`src/rtl/fpte_pkg.sv`:
```
// Shared types and constants for the fern posterior classifier.
`timescale 1ns / 1ps
package fpte_pkg;
    localparam int NUM_TREES = 10;
    localparam int LEAF_BITS = 13;
    localparam int unsigned SCORE_W = 20;
    localparam int unsigned WEIGHT_W = 17;
    localparam int unsigned FRAC_W = 16;
    localparam logic [0:0] CFG_POS_THR = 1'b0;
    localparam logic [0:0] CFG_NEG_THR = 1'b1;
    localparam logic OP_EVAL = 1'b0;
    localparam logic OP_TRAIN = 1'b1;

    // Command from the sequencer to every tree lane.
    typedef struct packed {
        logic rd;
        logic upd;
        logic positive;
        logic clr;
    } t_lane_cmd;
endpackage

```
`src/rtl/fpte_merge.sv`:
```
// Registered sum of the lane weights into the item score.
`timescale 1ns / 1ps
module fpte_merge
    import fpte_pkg::*;
#(
    parameter int NUM_TREES = 10
) (
    input  logic                 i_clk,
    input  logic [WEIGHT_W-1:0]  i_weight [NUM_TREES],
    output logic [SCORE_W-1:0]   o_score
);
    logic [SCORE_W-1:0] n_sum;

    always_comb begin
        n_sum = '0;
        for (int t = 0; t < NUM_TREES; t++) n_sum = n_sum + SCORE_W'(i_weight[t]);
    end

    always_ff @(posedge i_clk) begin
        o_score <= n_sum;
    end
endmodule

```
`config.mk`:
```
export PLATFORM = sky130hd
export DESIGN_NAME = fpte_merge
export DESIGN_NICKNAME = d
export VERILOG_FILES = /design/src/rtl/fpte_pkg.sv /design/src/rtl/fpte_merge.sv
export SDC_FILE = /design/constraint.sdc
export NUM_CORES = 1
export LEC_CHECK = 0
export BUFFER_PORTS_ARGS = -buffer_cell sky130_fd_sc_hd__buf_2
export CORE_MARGIN = 3
export CORE_UTILIZATION = 54
export CTS_CLUSTER_SIZE = 10
export DETAILED_ROUTE_END_ITERATION = 10
export PLACE_DENSITY = 0.88
export SLEW_MARGIN = 20
export SYNTH_ARGS = -nofsm -noshare
export SYNTH_HDL_FRONTEND = slang
export SYNTH_SLANG_ARGS = --single-unit
```
`constraint.sdc`:
```
create_clock -name i_clk -period 9.49 [get_ports i_clk]
set_input_delay 0.949 -clock i_clk [delete_from_list [all_inputs] [get_ports i_clk]]
set_output_delay 0.949 -clock i_clk [all_outputs]
set_load 0.01 [all_outputs]
```
=== Word level (Yosys, flattened, before mapping) ===
Index checks and enable logic that the tools add are counted.
Widths: inputs -> output; s select.

* Output and inout port bits: 20
* Bits of input ports: 171
* Memories: 0
* Word-level logic and storage cells: 10
* Latch bits: 0
* Memory bits (read-only): 0
* RAM bits: 0
* Flip-flop bits (word level): 20

* Bitwise logic cells: 0
* $add $sub $neg: 9
* Shift-type cells: 0
* Muxes and demuxes: 0
* Multipliers: 0
* Eq/ne operators: 0
* Reduce and logical (&&, ||, !) cells: 0
* Div/mod/pow operators: 0
* Magnitude comparators: 0

{| class="wikitable"
|+ Operators with widths
! operator !! number
|-
| $add 20x17->20 || 6
|-
| $add 19x17->20 || 1
|-
| $add 18x17->19 || 1
|-
| $add 17x17->18 || 1
|}

=== Longest topological paths before layout ===
* Depth in word-level cells: 9
* Gate-level depth with buffers: 17
* Depth with buffers taken out: 17

=== Least setup slack after synthesis ===
No wires, ideal clock.

* Path kind: in2reg
* Start point: in i_weight[104] (netlist bit)
* End point: reg o_score[14]
* Library setup time: 0.116 ns
* Path buffers: 0
* Arrival time: 4.937 ns
* Cell stages on the path: 13
* Slack: 4.437 ns
* Required time: 9.374 ns
* Cell sequence: fa_1 > fa_1 > fa_1 > inv_1 > fa_1 > inv_1 > fa_1 > ha_1 > a21o_1 > and4_4 > o21ba_4 > or4_1 > and4_1

* Longest elaborated chain between the ends: 7

{| class="wikitable"
|+ Ends and longest elaborated chain
! what !! RTL line !! source
|-
| start, declared || fpte_merge.sv:9 || <nowiki>input logic [WEIGHT_W-1:0] i_weight [NUM_TREES],</nowiki>
|-
| $add 19x17->20 || fpte_merge.sv:16 || <nowiki>for (int t = 0; t < NUM_TREES; t++) n_sum = n_sum + SCORE_W'(i_weight[t]);</nowiki>
|-
| $add 20x17->20 (6 in a row) || fpte_merge.sv:16 ||
|-
| named net n_sum[14] || fpte_merge.sv:12 || <nowiki>logic [SCORE_W-1:0] n_sum;</nowiki>
|-
| end signal, assigned || fpte_merge.sv:20 || <nowiki>o_score <= n_sum;</nowiki>
|-
| end, declared || fpte_merge.sv:10 || <nowiki>output logic [SCORE_W-1:0] o_score</nowiki>
|}

The timed path passes the listed nets, and every way through them passes these cells.

=== Worst setup path after layout ===
* Start point: in i_weight[65] (netlist bit)
* End point: reg o_score[19]

* Longest elaborated chain between the ends: 4

{| class="wikitable"
|+ Ends and longest elaborated chain
! what !! RTL line
|-
| $add 20x17->20 (4 in a row) || fpte_merge.sv:16
|-
| named net n_sum[19] || fpte_merge.sv:12
|}

The timed path passes the listed nets, and every way through them passes these cells.

==> flow_metrics.env <==
export IMPL_root_buffer="clkbuf_8"
export IMPL_fillers=619
export IMPL_postCtsSetupBuffers=0
export IMPL_cts_sinks=20
export IMPL_ys_ff_latch=20
export IMPL_clock_path_buffers=2
export IMPL_max_stage_delay_ns=0.54
export IMPL_path_max_fanout=8
export IMPL_clk_pin_slew_ns=0.08
export IMPL_grtUsageMet2=0.478
export IMPL_fp_dieH_um=99.1
export IMPL_dp_cells=742
export IMPL_first_iter_violations=131
export IMPL_num_io_pins=191
export IMPL_layout_drive_gt1_share=0.315
export IMPL_status="finished clean"
export IMPL_synthCells=450
export IMPL_synth_warnings=0
export IMPL_muxShareOfSynthArea=0.00428
export IMPL_slew_violations=0
export IMPL_synth_edff_count=0
export IMPL_final_common_cell="buf_2"
export IMPL_firstDrtPassIters=4
export IMPL_worstHoldPathType="in -> reg"
export IMPL_dr_total_vias=3634
export IMPL_grtUsageMet1=0.220
export IMPL_fin_cells=746
export IMPL_ys_seq_area_frac=0.0856
export IMPL_slew_headroom=0.737
export IMPL_grt_pass1_wl_um=18000
export IMPL_die_x_um=99.1
export IMPL_required_ns=9.63
export IMPL_htreeDepth=1
export IMPL_setup_tns_ns=0
export IMPL_place_gp_congestion=0.827
export IMPL_grt_use_total=0.228
export IMPL_initial_utilization=0.564
export IMPL_syn_area_mm2=0.00468
export IMPL_synth_xor_area_frac=0.0243
export IMPL_area_delta_synth_final_pct=24.3
export IMPL_cts_repair_resized=0
export IMPL_path_delay_family="adder cells"
export IMPL_grt_busiest_layer="met2"
export IMPL_reg_top3="o_score (20)"
export IMPL_critPathBufInv=5
export IMPL_post_route_period_util=0.541
export IMPL_synth_compound_area_share=0.0671
export IMPL_wl_per_cell_um=14.0
export IMPL_grt_ovfl_total=0
export IMPL_yosysUniqueCellTypes=41
export IMPL_routed_wl_um=10400
export IMPL_syn_num_nets=779
export IMPL_cts_tree="built"
export IMPL_viasPerCell=4.87
export IMPL_largest_reg_flops=20
export IMPL_cts_buffers=3
export IMPL_diodes=0
export IMPL_finalNetCount=971
export IMPL_drc=0
export IMPL_top_register="o_score"
export IMPL_fmax_mhz=195
export IMPL_final_cell_mix="190 x buf_2, 161 x inv_1, 133 x fa_1, 25 x ha_1, 20 x dfxtp_1"
export IMPL_floorplan_rows=33
export IMPL_dieArea_mm2=0.00982
export IMPL_cp_slowest_cell="fa_1"
export IMPL_met3_usage=0.0337
export IMPL_synth_top_family_by_area="adder cells"
export IMPL_final_util=0.701
export IMPL_worstMarginPinSlew_ns=0.390
export IMPL_hold_buffers=0
export IMPL_antenna_found_initial=0
export IMPL_grt_max_degree=13
export IMPL_cp_common_cell="fa_1"
export IMPL_syn_avg_cell_area_um2=10.4
export IMPL_setup_viol=0
export IMPL_synth_fa_ha_area_frac=0.636
export IMPL_synth_top_flop_cell="dfxtp_1"
export IMPL_hpwl_um=9980
export IMPL_cp_start_kind="input pin"
export IMPL_drv_cap=0
export IMPL_antenna_left=0
export IMPL_min_period_ns=5.13
export IMPL_port_buffers=190
export IMPL_ys_async_sr_fraction=0
export IMPL_crit_chain="buf_2 > fa_1 > inv_1 > fa_1 > inv_1 > fa_1 > fa_1 > inv_1 > fa_1 > inv_1 > ha_1 > nand2_2 > or3_4 > o221a_2 > o2111ai_1 > o211ai_1"
export IMPL_grt_setup_unrepaired="false"
export IMPL_first_global_vias=4312
export IMPL_synth_simple_area_share=0.0500
export IMPL_hold_violations=0
export IMPL_crit_type="in -> reg"
export IMPL_critical_path_arrival_ns=5.27
export IMPL_end_kind="flop"
export IMPL_coreArea_mm2=0.00830
## kinds of logic (layout without fill, tap and decap cells)
| logic type | after synthesis | after routing |
|---|---|---|
| AO/OA/AOI/OAI | 48 | 48 |
| flip-flops | 20 | 20 |
| buffers and inverters | 164 | 355 |
| AND/OR/NAND/NOR | 45 | 45 |
| multiplexers | 2 | 2 |
| XOR/XNOR | 13 | 13 |
| adder cells (fa/ha/maj) | 158 | 158 |
## layer usage
| metal | vias to the layer above | wire length (um) |
|---|---|---|
| met1 | 1749 | 3290 |
| met5 | - | 0 |
| li1 | 1684 | - |
| met2 | 177 | 5990 |
| met4 | 0 | 285 |
| met3 | 24 | 876 |
## per-stage QoR
| step | hold slack [ns] | setup WS, ns | instance area [um^2] |
|---|---|---|---|
| floorplan | 1.08 | 4.44 | 4680 |
| global placement | 1.17 | 4.20 | 5740 |
| detailed placement | 1.19 | 4.11 | 5740 |
| CTS | 0.924 | 4.38 | 5820 |
| global route | 0.920 | 4.13 | 5820 |
| finish | 0.926 | 4.36 | 5820 |
## layout make-up
type                       count  area (um^2)  area share
clock inverter                 1         30.0     0.00516
clock buffer                   3         41.3     0.00710
inverter                     161          604       0.104
sequential                    20          400      0.0688
timing repair buffer         190          951       0.164
multi-input combinational    266         3660       0.629
tap                          105          131      0.0226
## worst paths after layout
path	startpoint	to	cells past startpoint
hold / removal	i_weight[153]	o_score[0]$_DFF_P_	2
setup / recovery	i_weight[65]	o_score[19]$_DFF_P_	16
## Yosys cell counts (all sizes together) (3+ instances only)
| cell | count | area [um^2] |
|---|---|---|
| inv | 161 | 604 |
| fa | 133 | 2660 |
| ha | 25 | 313 |
| dfxtp | 20 | 400 |
| a21oi | 19 | 95.1 |
| nand2 | 16 | 62.6 |
| o21ai | 9 | 48.8 |
| nor2 | 8 | 30.0 |
| xnor2 | 7 | 61.3 |
| xor2 | 6 | 52.6 |
| o211ai | 4 | 30.0 |
| o21a | 4 | 30.0 |
| nand2b | 3 | 18.8 |
| nand3 | 3 | 15.0 |
Power is not shown: default switching activity piles up to over one toggle a cycle in this logic, so the estimate is an artifact.
